<file path="src/design/mkvp_pkg.sv">
package mkvp_pkg;

  localparam int NUM_KEYS    = 5;
  localparam int MAX_KEY_LEN = 13;
  localparam int KEY_POS_W   = 4;
  localparam int FIELD_ID_W  = 3;

  localparam logic [NUM_KEYS-1:0] ALL_KEYS = '1;

  localparam logic [7:0] CH_NL    = 8'h0A;
  localparam logic [7:0] CH_TAB   = 8'h09;
  localparam logic [7:0] CH_SPACE = 8'h20;
  localparam logic [7:0] CH_ZERO  = 8'h30;
  localparam logic [7:0] CH_NINE  = 8'h39;

  localparam logic [7:0] KEY_TEXT [NUM_KEYS][MAX_KEY_LEN] = '{
    '{"M", "e", "m", "T", "o", "t", "a", "l", ":", 8'h00, 8'h00, 8'h00, 8'h00},
    '{"M", "e", "m", "F", "r", "e", "e", ":", 8'h00, 8'h00, 8'h00, 8'h00, 8'h00},
    '{"M", "e", "m", "A", "v", "a", "i", "l", "a", "b", "l", "e", ":"},
    '{"S", "w", "a", "p", "T", "o", "t", "a", "l", ":", 8'h00, 8'h00, 8'h00},
    '{"S", "w", "a", "p", "F", "r", "e", "e", ":", 8'h00, 8'h00, 8'h00, 8'h00}
  };

  localparam logic [KEY_POS_W-1:0] KEY_LEN [NUM_KEYS] = '{
    4'd9, 4'd8, 4'd13, 4'd10, 4'd9
  };

  typedef enum logic [1:0] {
    PH_MATCH = 2'd0,
    PH_BLANK = 2'd1,
    PH_DIGIT = 2'd2,
    PH_SKIP  = 2'd3
  } phase_t;

  typedef struct packed {
    logic                  field_valid;
    logic [FIELD_ID_W-1:0] field_id;
    logic                  end_of_sample;
  } result_t;

endpackage

</file>
<file path="src/design/mkvp_in_stage.sv">
module mkvp_in_stage (
  input  logic       clk,
  input  logic       rst_n,
  input  logic       in_valid,
  output logic       in_stall,
  input  logic [7:0] in_byte,
  input  logic       in_last_byte,
  input  logic       advance,
  output logic       item_valid,
  output logic [7:0] item_byte,
  output logic       item_last
);

  logic       valid_r;
  logic       valid_nxt;
  logic [7:0] byte_r;
  logic       last_r;
  logic       accept;

  assign in_stall = valid_r && !advance;
  assign accept   = in_valid && !in_stall;

  always_comb begin
    valid_nxt = valid_r;
    if (accept) begin
      valid_nxt = 1'b1;
    end else if (advance) begin
      valid_nxt = 1'b0;
    end
  end

  always_ff @(posedge clk) begin
    if (!rst_n) begin
      valid_r <= 1'b0;
    end else begin
      valid_r <= valid_nxt;
    end
  end

  always_ff @(posedge clk) begin
    if (accept) begin
      byte_r <= in_byte;
      last_r <= in_last_byte;
    end
  end

  assign item_valid = valid_r;
  assign item_byte  = byte_r;
  assign item_last  = last_r;

endmodule

</file>
<file path="src/design/mkvp_parser.sv">
module mkvp_parser #(
  parameter int VALUE_WIDTH = 64
) (
  input  logic                   clk,
  input  logic                   rst_n,
  input  logic                   step_en,
  input  logic [7:0]             item_byte,
  input  logic                   item_last,
  output logic                   res_present,
  output mkvp_pkg::result_t      res,
  output logic [VALUE_WIDTH-1:0] res_value
);

  mkvp_pkg::phase_t                           phase_r, phase_nxt;
  logic [mkvp_pkg::KEY_POS_W-1:0]             kpos_r, kpos_nxt;
  logic [mkvp_pkg::NUM_KEYS-1:0]              cmask_r, cmask_nxt;
  logic [mkvp_pkg::FIELD_ID_W-1:0]            mkey_r, mkey_nxt;
  logic [VALUE_WIDTH-1:0]                     acc_r, acc_nxt;

  logic [mkvp_pkg::NUM_KEYS-1:0]              newmask;
  logic                                       done_any;
  logic [mkvp_pkg::FIELD_ID_W-1:0]            done_id;
  logic [mkvp_pkg::KEY_POS_W-1:0]             pos_idx;
  logic                                       is_nl;
  logic                                       is_blank;
  logic                                       is_digit;
  logic [VALUE_WIDTH-1:0]                     digit_ext;
  logic [VALUE_WIDTH-1:0]                     acc_step;
  logic                                       emit;
  logic [mkvp_pkg::FIELD_ID_W-1:0]            emit_id;
  logic [VALUE_WIDTH-1:0]                     emit_value;

  assign is_nl     = item_byte == mkvp_pkg::CH_NL;
  assign is_blank  = (item_byte == mkvp_pkg::CH_SPACE) || (item_byte == mkvp_pkg::CH_TAB);
  assign is_digit  = (item_byte >= mkvp_pkg::CH_ZERO) && (item_byte <= mkvp_pkg::CH_NINE);
  assign digit_ext = {{(VALUE_WIDTH-4){1'b0}}, item_byte[3:0]};
  assign acc_step  = (acc_r << 3) + (acc_r << 1) + digit_ext;
  assign pos_idx   = (kpos_r < mkvp_pkg::KEY_POS_W'(mkvp_pkg::MAX_KEY_LEN)) ? kpos_r : '0;

  always_comb begin
    newmask  = '0;
    done_any = 1'b0;
    done_id  = '0;
    for (int k = 0; k < mkvp_pkg::NUM_KEYS; k++) begin
      if (cmask_r[k] && (kpos_r < mkvp_pkg::KEY_LEN[k]) &&
          (mkvp_pkg::KEY_TEXT[k][pos_idx] == item_byte)) begin
        newmask[k] = 1'b1;
        if ((kpos_r + 4'd1) == mkvp_pkg::KEY_LEN[k]) begin
          done_any = 1'b1;
          done_id  = mkvp_pkg::FIELD_ID_W'(k);
        end
      end
    end
  end

  always_comb begin
    phase_nxt  = phase_r;
    kpos_nxt   = kpos_r;
    cmask_nxt  = cmask_r;
    mkey_nxt   = mkey_r;
    acc_nxt    = acc_r;
    emit       = 1'b0;
    emit_id    = mkey_r;
    emit_value = acc_r;
    unique case (phase_r)
      mkvp_pkg::PH_MATCH: begin
        if (newmask == '0) begin
          if (is_nl) begin
            kpos_nxt  = '0;
            cmask_nxt = mkvp_pkg::ALL_KEYS;
          end else begin
            phase_nxt = mkvp_pkg::PH_SKIP;
          end
        end else if (done_any) begin
          mkey_nxt  = done_id;
          acc_nxt   = '0;
          phase_nxt = mkvp_pkg::PH_BLANK;
        end else begin
          cmask_nxt = newmask;
          kpos_nxt  = kpos_r + 4'd1;
        end
      end
      mkvp_pkg::PH_BLANK, mkvp_pkg::PH_DIGIT: begin
        if ((phase_r == mkvp_pkg::PH_BLANK) && is_blank) begin
          phase_nxt = phase_r;
        end else if (is_digit) begin
          acc_nxt   = acc_step;
          phase_nxt = mkvp_pkg::PH_DIGIT;
        end else begin
          emit = 1'b1;
          if (is_nl) begin
            phase_nxt = mkvp_pkg::PH_MATCH;
            kpos_nxt  = '0;
            cmask_nxt = mkvp_pkg::ALL_KEYS;
          end else begin
            phase_nxt = mkvp_pkg::PH_SKIP;
          end
        end
      end
      mkvp_pkg::PH_SKIP: begin
        if (is_nl) begin
          phase_nxt = mkvp_pkg::PH_MATCH;
          kpos_nxt  = '0;
          cmask_nxt = mkvp_pkg::ALL_KEYS;
        end
      end
      default: begin
        phase_nxt = mkvp_pkg::PH_MATCH;
      end
    endcase

    if (item_last) begin
      if (!emit && ((phase_nxt == mkvp_pkg::PH_BLANK) || (phase_nxt == mkvp_pkg::PH_DIGIT))) begin
        emit       = 1'b1;
        emit_id    = mkey_nxt;
        emit_value = acc_nxt;
      end
      phase_nxt = mkvp_pkg::PH_MATCH;
      kpos_nxt  = '0;
      cmask_nxt = mkvp_pkg::ALL_KEYS;
    end
  end

  assign res_present       = emit || item_last;
  assign res.field_valid   = emit;
  assign res.field_id      = emit ? emit_id : '0;
  assign res.end_of_sample = item_last;
  assign res_value         = emit ? emit_value : '0;

  always_ff @(posedge clk) begin
    if (!rst_n) begin
      phase_r <= mkvp_pkg::PH_MATCH;
      kpos_r  <= '0;
      cmask_r <= mkvp_pkg::ALL_KEYS;
      mkey_r  <= '0;
      acc_r   <= '0;
    end else if (step_en) begin
      phase_r <= phase_nxt;
      kpos_r  <= kpos_nxt;
      cmask_r <= cmask_nxt;
      mkey_r  <= mkey_nxt;
      acc_r   <= acc_nxt;
    end
  end

endmodule

</file>
<file path="src/design/mkvp_out_reg.sv">
module mkvp_out_reg #(
  parameter int VALUE_WIDTH = 64
) (
  input  logic                            clk,
  input  logic                            rst_n,
  input  logic                            load,
  input  mkvp_pkg::result_t               res,
  input  logic [VALUE_WIDTH-1:0]          res_value,
  output logic                            free,
  output logic                            out_valid,
  input  logic                            out_stall,
  output logic                            out_field_valid,
  output logic [mkvp_pkg::FIELD_ID_W-1:0] out_field_id,
  output logic [VALUE_WIDTH-1:0]          out_field_value,
  output logic                            out_end_of_sample
);

  logic                   valid_r;
  logic                   valid_nxt;
  mkvp_pkg::result_t      res_r;
  logic [VALUE_WIDTH-1:0] value_r;

  assign free = !valid_r || !out_stall;

  always_comb begin
    valid_nxt = valid_r;
    if (load) begin
      valid_nxt = 1'b1;
    end else if (!out_stall) begin
      valid_nxt = 1'b0;
    end
  end

  always_ff @(posedge clk) begin
    if (!rst_n) begin
      valid_r <= 1'b0;
    end else begin
      valid_r <= valid_nxt;
    end
  end

  always_ff @(posedge clk) begin
    if (load) begin
      res_r   <= res;
      value_r <= res_value;
    end
  end

  assign out_valid         = valid_r;
  assign out_field_valid   = res_r.field_valid;
  assign out_field_id      = res_r.field_id;
  assign out_field_value   = value_r;
  assign out_end_of_sample = res_r.end_of_sample;

endmodule

</file>
<file path="src/design/meminfo_key_value_parser.sv">
// Memory-statistics line parser. Takes one text byte per cycle when not
// stalled and emits a transaction whenever a key's value completes
// (MemTotal, MemFree, MemAvailable, SwapTotal, SwapFree as ids 0 to 4) and
// always on the final byte of the buffer, with end_of_sample set. Bytes that
// finish nothing give no transaction. Each accepted byte is held in the input
// register; the parse step that matches keys and does the multiply-by-ten-add
// works on it combinationally, and its result is captured in the output
// register. The parse state updates once per byte, setting the rate of one
// byte per cycle when not stalled. Values wrap modulo 2^VALUE_WIDTH.
module meminfo_key_value_parser #(
  parameter int VALUE_WIDTH = 64
) (
  input  logic                            clk,
  input  logic                            rst_n,
  input  logic                            in_valid,
  output logic                            in_stall,
  input  logic [7:0]                      in_byte,
  input  logic                            in_last_byte,
  output logic                            out_valid,
  input  logic                            out_stall,
  output logic                            out_field_valid,
  output logic [mkvp_pkg::FIELD_ID_W-1:0] out_field_id,
  output logic [VALUE_WIDTH-1:0]          out_field_value,
  output logic                            out_end_of_sample
);

  logic                   item_valid;
  logic [7:0]             item_byte;
  logic                   item_last;
  logic                   advance;
  logic                   res_present;
  mkvp_pkg::result_t      res;
  logic [VALUE_WIDTH-1:0] res_value;
  logic                   out_free;

  // advance the parse step unless a result must wait for the output register
  assign advance = item_valid && (!res_present || out_free);

  mkvp_in_stage u_in_stage (
    .clk          (clk),
    .rst_n        (rst_n),
    .in_valid     (in_valid),
    .in_stall     (in_stall),
    .in_byte      (in_byte),
    .in_last_byte (in_last_byte),
    .advance      (advance),
    .item_valid   (item_valid),
    .item_byte    (item_byte),
    .item_last    (item_last)
  );

  mkvp_parser #(
    .VALUE_WIDTH (VALUE_WIDTH)
  ) u_parser (
    .clk         (clk),
    .rst_n       (rst_n),
    .step_en     (advance),
    .item_byte   (item_byte),
    .item_last   (item_last),
    .res_present (res_present),
    .res         (res),
    .res_value   (res_value)
  );

  mkvp_out_reg #(
    .VALUE_WIDTH (VALUE_WIDTH)
  ) u_out_reg (
    .clk               (clk),
    .rst_n             (rst_n),
    .load              (advance && res_present),
    .res               (res),
    .res_value         (res_value),
    .free              (out_free),
    .out_valid         (out_valid),
    .out_stall         (out_stall),
    .out_field_valid   (out_field_valid),
    .out_field_id      (out_field_id),
    .out_field_value   (out_field_value),
    .out_end_of_sample (out_end_of_sample)
  );

endmodule

</file>
<file path="config.mk">
export PLATFORM = sky130hd
export DESIGN_NAME = meminfo_key_value_parser
export DESIGN_NICKNAME = d
export VERILOG_FILES = /design/src/design/mkvp_pkg.sv /design/src/design/mkvp_in_stage.sv /design/src/design/mkvp_parser.sv /design/src/design/mkvp_out_reg.sv /design/src/design/meminfo_key_value_parser.sv
export SDC_FILE = /design/constraint.sdc
export NUM_CORES = 1
export LEC_CHECK = 0
export BUFFER_PORTS_ARGS = -buffer_cell sky130_fd_sc_hd__buf_2
export CORE_MARGIN = 2
export CORE_UTILIZATION = 40
export CTS_BUF_LIST = sky130_fd_sc_hd__clkbuf_16
export CTS_CLUSTER_SIZE = 16
export DETAILED_ROUTE_END_ITERATION = 6
export PLACE_DENSITY = 0.69
export SYNTH_ARGS = -nofsm -noshare
export SYNTH_HDL_FRONTEND = slang
export SYNTH_SLANG_ARGS = --single-unit
</file>
<file path="constraint.sdc">
create_clock -name clk -period 6.21 [get_ports clk]
set_clock_uncertainty 0.1 [all_clocks]
set_input_delay 1.863 -clock clk [delete_from_list [all_inputs] [get_ports clk]]
set_output_delay 1.863 -clock clk [all_outputs]
set_load 0.05 [all_outputs]
</file>
# Yosys cells after proc, flatten, opt, wreduce, memory -nomap -nowiden
# Memories as Yosys holds them, arrays and structs flattened.
# Index checks and enable logic that the tools add are counted.
[op_classes] n_eq_ne=21 reduce_logical=33 n_mux=78 magnitude_cmp=7 bitwise=1 n_addsub=3
[ops] operator="64-bit 2-to-1 mux" count=6
[ops] operator="64-bit case mux with 2 select lines" count=1
[ops] operator="8-bit 2-to-1 mux" count=10
[ops] operator="64-bit by 4-bit adder with 64-bit output" count=1
[ops] operator="64-bit adder" count=1
[ops] operator="8-bit equality test" count=5
[ops] operator="3-bit 2-to-1 mux" count=12
[ops] operator="5-bit 2-to-1 mux" count=6
[ops] operator="4-bit 2-to-1 mux" count=7
[ops] operator="1-bit 2-to-1 mux" count=25
[ops] operator="1-bit logical AND" count=17
[ops] operator="4-bit equality test (second input constant)" count=4
[ops] operator="8-bit by 4-bit equality test with 1-bit output (second input constant)" count=2
[ops] operator="4-bit < comparator (second input constant)" count=4
[ops] operator="2-bit 2-to-1 mux" count=8
[ops] operator="5-bit case mux with 3 select lines" count=1
[ops] operator="4-bit case mux with 3 select lines" count=1
[ops] operator="8-bit by 6-bit equality test with 1-bit output (second input constant)" count=1
[ops] operator="8-bit by 6-bit >= comparator with 1-bit output (second input constant)" count=1
[ops] operator="8-bit by 6-bit less-or-equal comparator with 1-bit output (second input constant)" count=1
[ops] operator="2-bit equality test (second input constant)" count=3
[ops] operator="1-bit logical NOT" count=6
[ops] operator="3-bit inequality test (second input constant)" count=2
[ops] operator="2-bit case mux with 3 select lines" count=1
[ops] operator="other kinds (12)" count=17
[word_totals] register_bits=158 mem_count=5 rom_bits=640 output_inout_bits=71 elab_cells=161 inputBits=13
[mem_list] name="(no name shown)" words=16 width=8 rd=1 rd_clocked_by_memory_dff=0 wr=0 line="mkvp_parser.sv:46" source="(mkvp_pkg::KEY_TEXT[k][pos_idx] == item_byte)) begin"
[mem_list] name="(no name shown)" words=16 width=8 rd=1 rd_clocked_by_memory_dff=0 wr=0 line="mkvp_parser.sv:46"
[mem_list] name="(no name shown)" words=16 width=8 rd=1 rd_clocked_by_memory_dff=0 wr=0 line="mkvp_parser.sv:46"
[mem_list] name="(no name shown)" words=16 width=8 rd=1 rd_clocked_by_memory_dff=0 wr=0 line="mkvp_parser.sv:46"
[mem_list] name="(no name shown)" words=16 width=8 rd=1 rd_clocked_by_memory_dff=0 wr=0 line="mkvp_parser.sv:46"

# Depth between registers and ports, before layout
[depth] ltp_word=34 ltp_mapped=23 ltp_nobuf=17

# By module
# A second synthesis with hierarchy kept.
[unflattened] hier_cells=1503 hier_area_um2=13221.4
[modules_own_cells] module="mkvp_parser" instances=1 cells_each=1414 seq_area_each_um2=1561.5 area_each_um2=10777.8
[modules_own_cells] module="mkvp_out_reg" instances=1 cells_each=73 seq_area_each_um2=2092.0 area_each_um2=2107.0
[modules_own_cells] module="mkvp_in_stage" instances=1 cells_each=13 seq_area_each_um2=290.3 area_each_um2=317.8
[modules_own_cells] module="meminfo_key_value_parser" instances=1 cells_each=3 seq_area_each_um2=0.0 area_each_um2=18.8

# Least setup slack after synthesis
# No wires, ideal clock.
[synth_path] path_type="input -> register" startpoint="input out_stall" endpoint="register u_out_reg.res_r, in the netlist u_out_reg.out_end_of_sample (enable)" n_path_buf=2 required_time_ns=5.613 path_stages=5 setup_slack_ns=0.244 arrival_time_ns=5.369 setup_ns=0.497 path_cell_list="nand2_1 o21ai_0 clkbuf_1 clkbuf_1 nor2_1"
[synth_between] elab_chain_len=5
[synth_rtl] item="start: declaration" line="meminfo_key_value_parser.sv:20" source="input logic out_stall,"
[synth_rtl] item="1-bit logical NOT" line="mkvp_out_reg.sv:23" source="assign free = !valid_r || !out_stall;"
[synth_rtl] item="1-bit logical OR" line="mkvp_out_reg.sv:23"
[synth_rtl] item="1-bit logical OR" line="meminfo_key_value_parser.sv:37" source="assign advance = item_valid && (!res_present || out_free);"
[synth_rtl] item="1-bit logical AND" line="meminfo_key_value_parser.sv:37"
[synth_rtl] item="1-bit logical AND" line="meminfo_key_value_parser.sv:70" source=".load (advance && res_present),"
[synth_rtl] item="named net u_out_reg.load" line="mkvp_out_reg.sv:6" source="input logic load,"
[synth_rtl] item="end signal: assignment" line="mkvp_out_reg.sv:44" source="res_r <= res;"
[synth_rtl] item="end: declaration" line="mkvp_out_reg.sv:20" source="mkvp_pkg::result_t res_r;"
# The timed path passes the listed nets, and every way through them passes these cells.
# A chain may end at the register's enable or synchronous reset.

# Worst setup path in the final report
[layout_path] startpoint="register u_parser.kpos_r[0] (netlist bit)" endpoint="register u_out_reg.res_r, in the netlist u_out_reg.out_field_id[2], data pin"
[layout_between] elab_chain_len=25 word_cells_on_any_way=77 cone_classes="add/sub: 1; order compare: 4; eq/ne: 11; mux: 42; bitwise: 1; reduce/logical: 13; memory: 5"
[layout_rtl] item="start: declaration" line="mkvp_parser.sv:15" source="logic [mkvp_pkg::KEY_POS_W-1:0] kpos_r, kpos_nxt;"
[layout_rtl] item="start signal: assignment" line="mkvp_parser.sv:139" source="kpos_r <= kpos_nxt;"
[layout_rtl] item="4-bit < comparator" line="mkvp_parser.sv:38, mkvp_parser.sv:45"
[layout_rtl] item="4-bit 2-to-1 mux" line="mkvp_parser.sv:38" source="assign pos_idx = (kpos_r < mkvp_pkg::KEY_POS_W'(mkvp_pkg::MAX_KEY_LEN)) ? kpos_r : '0;"
[layout_rtl] item="4-bit inverter with 5-bit output (implied by the code)" line="mkvp_parser.sv:46"
[layout_rtl] item="memory read 16 x 8 bit"
[layout_rtl] item="8-bit 2-to-1 mux (implied by the code) (2 in a row)" line="mkvp_parser.sv:46"
[layout_rtl] item="8-bit equality test" line="mkvp_parser.sv:46"
[layout_rtl] item="1-bit logical AND" line="mkvp_parser.sv:45" source="if (cmask_r[k] && (kpos_r < mkvp_pkg::KEY_LEN[k]) &&"
[layout_rtl] item="1-bit 2-to-1 mux" line="mkvp_parser.sv:45"
[layout_rtl] item="[8 not listed]"
[layout_rtl] item="2-bit 2-to-1 mux" line="mkvp_parser.sv:74" source="end else if (done_any) begin"
[layout_rtl] item="2-bit 2-to-1 mux" line="mkvp_parser.sv:67" source="if (newmask == '0) begin"
[layout_rtl] item="2-bit case mux with 3 select lines" line="mkvp_parser.sv:65" source="unique case (phase_r)"
[layout_rtl] item="2-bit by 1-bit equality test with 1-bit output or 2-bit equality test (tied branches)" line="mkvp_parser.sv:113" source="if (!emit && ((phase_nxt == mkvp_pkg::PH_BLANK) || (phase_nxt == mkvp_pkg::PH_DIGIT))) begin"
[layout_rtl] item="1-bit logical OR" line="mkvp_parser.sv:113"
[layout_rtl] item="1-bit logical AND" line="mkvp_parser.sv:113"
[layout_rtl] item="3-bit 2-to-1 mux or 1-bit 2-to-1 mux (tied branches)" line="mkvp_parser.sv:113"
[layout_rtl] item="3-bit 2-to-1 mux or 1-bit 2-to-1 mux (tied branches)" line="mkvp_parser.sv:112" source="if (item_last) begin"
# Several ways; a longest one is shown, not always the timed one. The select of a mux whose other input is x is not followed.

==> out/qor.log <==
INFO  outcome        outcome=complete, no violations
INFO  cells_and_area layoutNonFillerInstCount=1933
INFO  timing         grt_setup_unrepaired=no
INFO  floorplanning  design.die.area=33600um2
INFO  global_route   first_pass_grt_wire_length=61600um
INFO  drt            routed_wl=38600um
INFO  cts            cts.htree.levels=4
INFO  worst_setup_path timing.critical_path.from_type=flop
INFO  pwr            internal_power=1.92mW
INFO  job            maxCapViolations=0
INFO  yosys          synthCells=1498
INFO  pwr            total_switching_power=0.803mW
INFO  pwr            power_density=192nW/um2
INFO  pwr            switching_share=0.295
INFO  drt            viasPerCell=6.18
INFO  timing         fin_worst_setup_slack=0.584ns
INFO  floorplanning  die_w=183um
INFO  drt            dr_total_vias=12000
INFO  global_route   track_usage=0.230
INFO  cts            clock_sink_count=158
INFO  cts            tritoncts.num_buffers=17
INFO  pwr            power_total=2.72mW
INFO  worst_setup_path r2r.worst_path.cells=18
INFO  floorplanning  design.portCount=84
INFO  worst_setup_path timing.critical_path.arrival=5.84ns
INFO  cells_and_area utilization_of_the_core_after_routing=0.447
INFO  cts            post-cts-setup-buffers=0
INFO  worst_setup_path ff2ff_setup_slack=0.58ns
INFO  yosys          syn-cell-area=12900um2
INFO  yosys          syn_area_per_cell=8.59um2
INFO  pwr            share_seq_of_total_power=0.429
INFO  timing         finalCritPeriodShare=0.906
INFO  timing         fin_setup_tns=0ns
INFO  global_route   first_global_vias=11500
INFO  yosys          yosys_warnings=0
INFO  cells_and_area fillerInstances=3072
INFO  place          dp_worst_setup_slack=0.691ns
INFO  cts            clockRootBuffer=sky130_fd_sc_hd__clkbuf_16
INFO  floorplanning  placement_rows=65
INFO  drt            drc_marker_count_from_the_first_detailed_route_iteration=918
INFO  worst_setup_path critical_path_class=reg -> reg
INFO  cells_and_area area_delta_synth_final=9.96%
INFO  global_route   antenna_violations_before_repair=0
INFO  cts            cts-root-to-sink-buffers=2
INFO  min_path       holdCritStartpoint=u_parser.mkey_r[2]
INFO  yosys          ys_ff_latch=158
INFO  drt            drt_first_pass_iters=7
INFO  cells_and_area num_antenna_cells=0
INFO  global_route   grt_start_max_net_pins=70
INFO  floorplanning  core_area=31600um2
INFO  place          gpl.final_weighted_congestion=0.924
INFO  drt            wire_per_inst=20.0um
INFO  timing         slew_viol_final=0
INFO  place          place_inst=1901
INFO  cts            clkLatencyLatePin=0.45ns
INFO  timing         finalHoldViolations=0
INFO  worst_setup_path worst-endpoint-required=6.42ns
INFO  drt            antenna_violating_nets_post_route=0
INFO  pwr            clock_power_share=0.417
INFO  yosys          postSynth.topFlopCell=sky130_fd_sc_hd__dfxtp_1
INFO  yosys          synth.lib_cells_used.distinct=89
INFO  yosys          synth_nets=1648
INFO  timing         fmaxAchievable=178MHz
INFO  cells_and_area ff_latch_area=3940um2
INFO  yosys          synth_enable_flop_cells=78
INFO  cts            tritoncts=done
INFO  cells_and_area multi_input_area=8330um2
INFO  yosys          synth_sequential_area_ratio=0.307
INFO  cells_and_area final_layout_size_suffix_gt1_frac=0.107
INFO  drt            post-route-drc-count=0
INFO  floorplanning  die-height=183um
INFO  global_route   overflow=0
INFO  pwr            share_comb_of_total_power=0.154
INFO  yosys          postSynth.asyncResetShare=0
INFO  place          port_buffers=83
INFO  timing         setup_viol_count_final=0
INFO  worst_setup_path critical_path.reg2reg.startpoint=u_parser.kpos_r[0]
INFO  floorplanning  initial_core_util=0.407
INFO  worst_setup_path worstReg2RegEnd=u_out_reg.out_field_id[2]
INFO  min_path       hold_end=u_parser.mkey_r[2]
INFO  place          hpwlAfterDp=27700um
INFO  cts            gates_resized_cts_repair=0
INFO  timing         slew_headroom=0.286
INFO  min_path       holdPathStages=2
INFO  worst_setup_path worstPathMaxFanout=21
INFO  cts            clk_pin_slew_worst_paths=0.07ns
INFO  timing         final_period_minus_worst_setup_slack=5.63ns
INFO  worst_setup_path setup.worst_path.end_class=flop
INFO  cts            holdBufCountCts=0
INFO  timing         tightest_slew=1.07ns
INFO  cells_and_area final_net_count=1668
INFO  min_path       worstHoldPathType=reg -> reg
INFO  pwr            total_leakage_power=5.82nW
INFO  pwr            ir_worst_vdd=0.178mV
power groups by stage:
stage,Combinational (mW),Clock [mW],Sequential [mW]
final,0.420,1.13,1.17
after CTS,0.416,1.15,1.17
after floorplan,0.242,0,1.24
after detailed placement,0.414,0,1.19
after global placement,0.409,0,1.19
after global routing,0.452,1.18,1.17
synthesized netlist by cell type, drive strengths merged, types with 6 or more instances:
cell     instances  share of area
nor2           138          0.040
ha             135           0.13
a21oi          130          0.051
nand2          119          0.035
o21ai           83          0.032
dfxtp           80           0.12
edfxtp          78           0.18
clkbuf          68          0.020
xnor2           43          0.029
inv             42          0.012
nand3           36          0.014
buf             33          0.015
xor2            29          0.020
a32o            27          0.021
nor2b           27          0.013
a21o            26          0.015
nor3            26          0.010
a22o            24          0.016
a211oi          23          0.013
a22oi           23          0.013
nand2b          23          0.011
o21a            18          0.011
nand4           17         0.0083
a32oi           16          0.011
o21bai          16         0.0093
and3            13         0.0063
nor4            11         0.0054
o211ai          11         0.0064
o2bb2ai         10         0.0068
and2             9         0.0044
and4             9         0.0061
nand3b           9         0.0053
o22ai            9         0.0044
o32ai            9         0.0061
a211o            8         0.0054
a31oi            8         0.0039
mux2i            7         0.0054
o221ai           7         0.0048
or2              7         0.0034
a31o             6         0.0041
and3b            6         0.0041
nor3b            6         0.0035
o31ai            6         0.0035
per-layer routing:
metal	wire, um	up-vias	global-route usage
met3	2180	72	0.0357
li1	-	5720	-
met1	17100	5734	0.299
met5	0	-	0
met2	18300	429	0.386
met4	1080	0	0.0845
area by class of cell:
class / instances / share of cell area
clock buffer: 17 / 0.0301
clock inverter: 15 / 0.0138
inverter: 43 / 0.0114
multi-input combinational: 1196 / 0.589
sequential: 158 / 0.279
tap: 402 / 0.0356
timing repair buffer: 102 / 0.0412
registers in the layout (all words and copies together), names as in the netlist:
register / flops
u_out_reg.out_field_value: 64
u_parser.acc_r: 64
u_in_stage.item_byte: 8
u_parser.cmask_r: 5
u_parser.kpos_r: 4
u_out_reg.out_field_id: 3
u_parser.mkey_r: 3
u_parser.phase_r: 2
u_in_stage.item_last: 1
u_in_stage.item_valid: 1
u_out_reg.out_end_of_sample: 1
u_out_reg.out_field_valid: 1
u_out_reg.out_valid: 1
how the worst max path moves through the flow:
stage                       start                       endpoint  slack (ns)  cells past startpoint
4_1_cts        u_parser.kpos_r[0]  u_out_reg.out_field_value[62]        0.66                     18
3_5_place_dp   u_parser.kpos_r[0]  u_out_reg.out_field_value[40]        0.69                     18
3_3_place_gp   u_parser.kpos_r[0]   u_out_reg.out_field_value[2]        0.80                     18
6_report       u_parser.kpos_r[0]      u_out_reg.out_field_id[2]        0.58                     18
5_1_grt        u_parser.kpos_r[0]  u_out_reg.out_field_value[62]       0.002                     18
2_1_floorplan           out_stall    u_out_reg.out_end_of_sample        0.24                      5
worst max-delay path: stages (launching register included):
cell                       delay [ns]
sky130_fd_sc_hd__dfxtp_1         0.73
sky130_fd_sc_hd__inv_1           0.20
sky130_fd_sc_hd__ha_1            0.26
sky130_fd_sc_hd__nand3b_1        0.19
sky130_fd_sc_hd__nand2_1         0.14
sky130_fd_sc_hd__ha_1            0.37
sky130_fd_sc_hd__or3b_4          0.44
sky130_fd_sc_hd__a311oi_2        0.30
sky130_fd_sc_hd__o22ai_1         0.11
sky130_fd_sc_hd__or4_4           0.59
sky130_fd_sc_hd__o32ai_1         0.14
sky130_fd_sc_hd__a221o_1         0.25
sky130_fd_sc_hd__nor3_1          0.09
sky130_fd_sc_hd__o21ba_4         0.24
sky130_fd_sc_hd__a21oi_2         0.34
sky130_fd_sc_hd__buf_4           0.31
sky130_fd_sc_hd__nor2b_2         0.20
sky130_fd_sc_hd__buf_4           0.27
sky130_fd_sc_hd__a32o_1          0.21
through the flow:
stage | area [um2] | hold slack, ns
4_1_cts | 14100 | 0.373
5_1_grt | 14100 | 0.387
6_report | 14100 | 0.374
2_1_floorplan | 12900 | 0.331
3_5_place_dp | 13500 | 0.364
3_3_place_gp | 13500 | 0.338
cell usage in the layout, fill, tap and decap left out, drive strengths merged, types with 13 or more instances in the layout:
cell type and n:
xor2 29, a32oi 16, edfxtp 78, nor2 138, ha 135, clkbuf 17
dfxtp 80, o21a 18, a21oi 130, o21bai 16, nand3 36, o21ai 83
nor3 26, a22oi 23, xnor2 43, and3 13, buf 102, a21o 26
nand4 17, a211oi 23, a32o 27, inv 45, a22o 24, nand2b 23
nand2 119, nor2b 27
cells by family (layout without fill, tap and decap cells):
group	after synthesis	in the layout	synth area share
flip-flops	158	158	0.307
AO/OA/AOI/OAI	506	506	0.273
buffers and inverters	144	177	0.0478
multiplexers	8	8	0.00720
AND/OR/NAND/NOR	473	473	0.182
XOR/XNOR	72	72	0.0490
adder cells (fa/ha/maj)	137	137	0.134
Power figures use the tool's default switching activity.
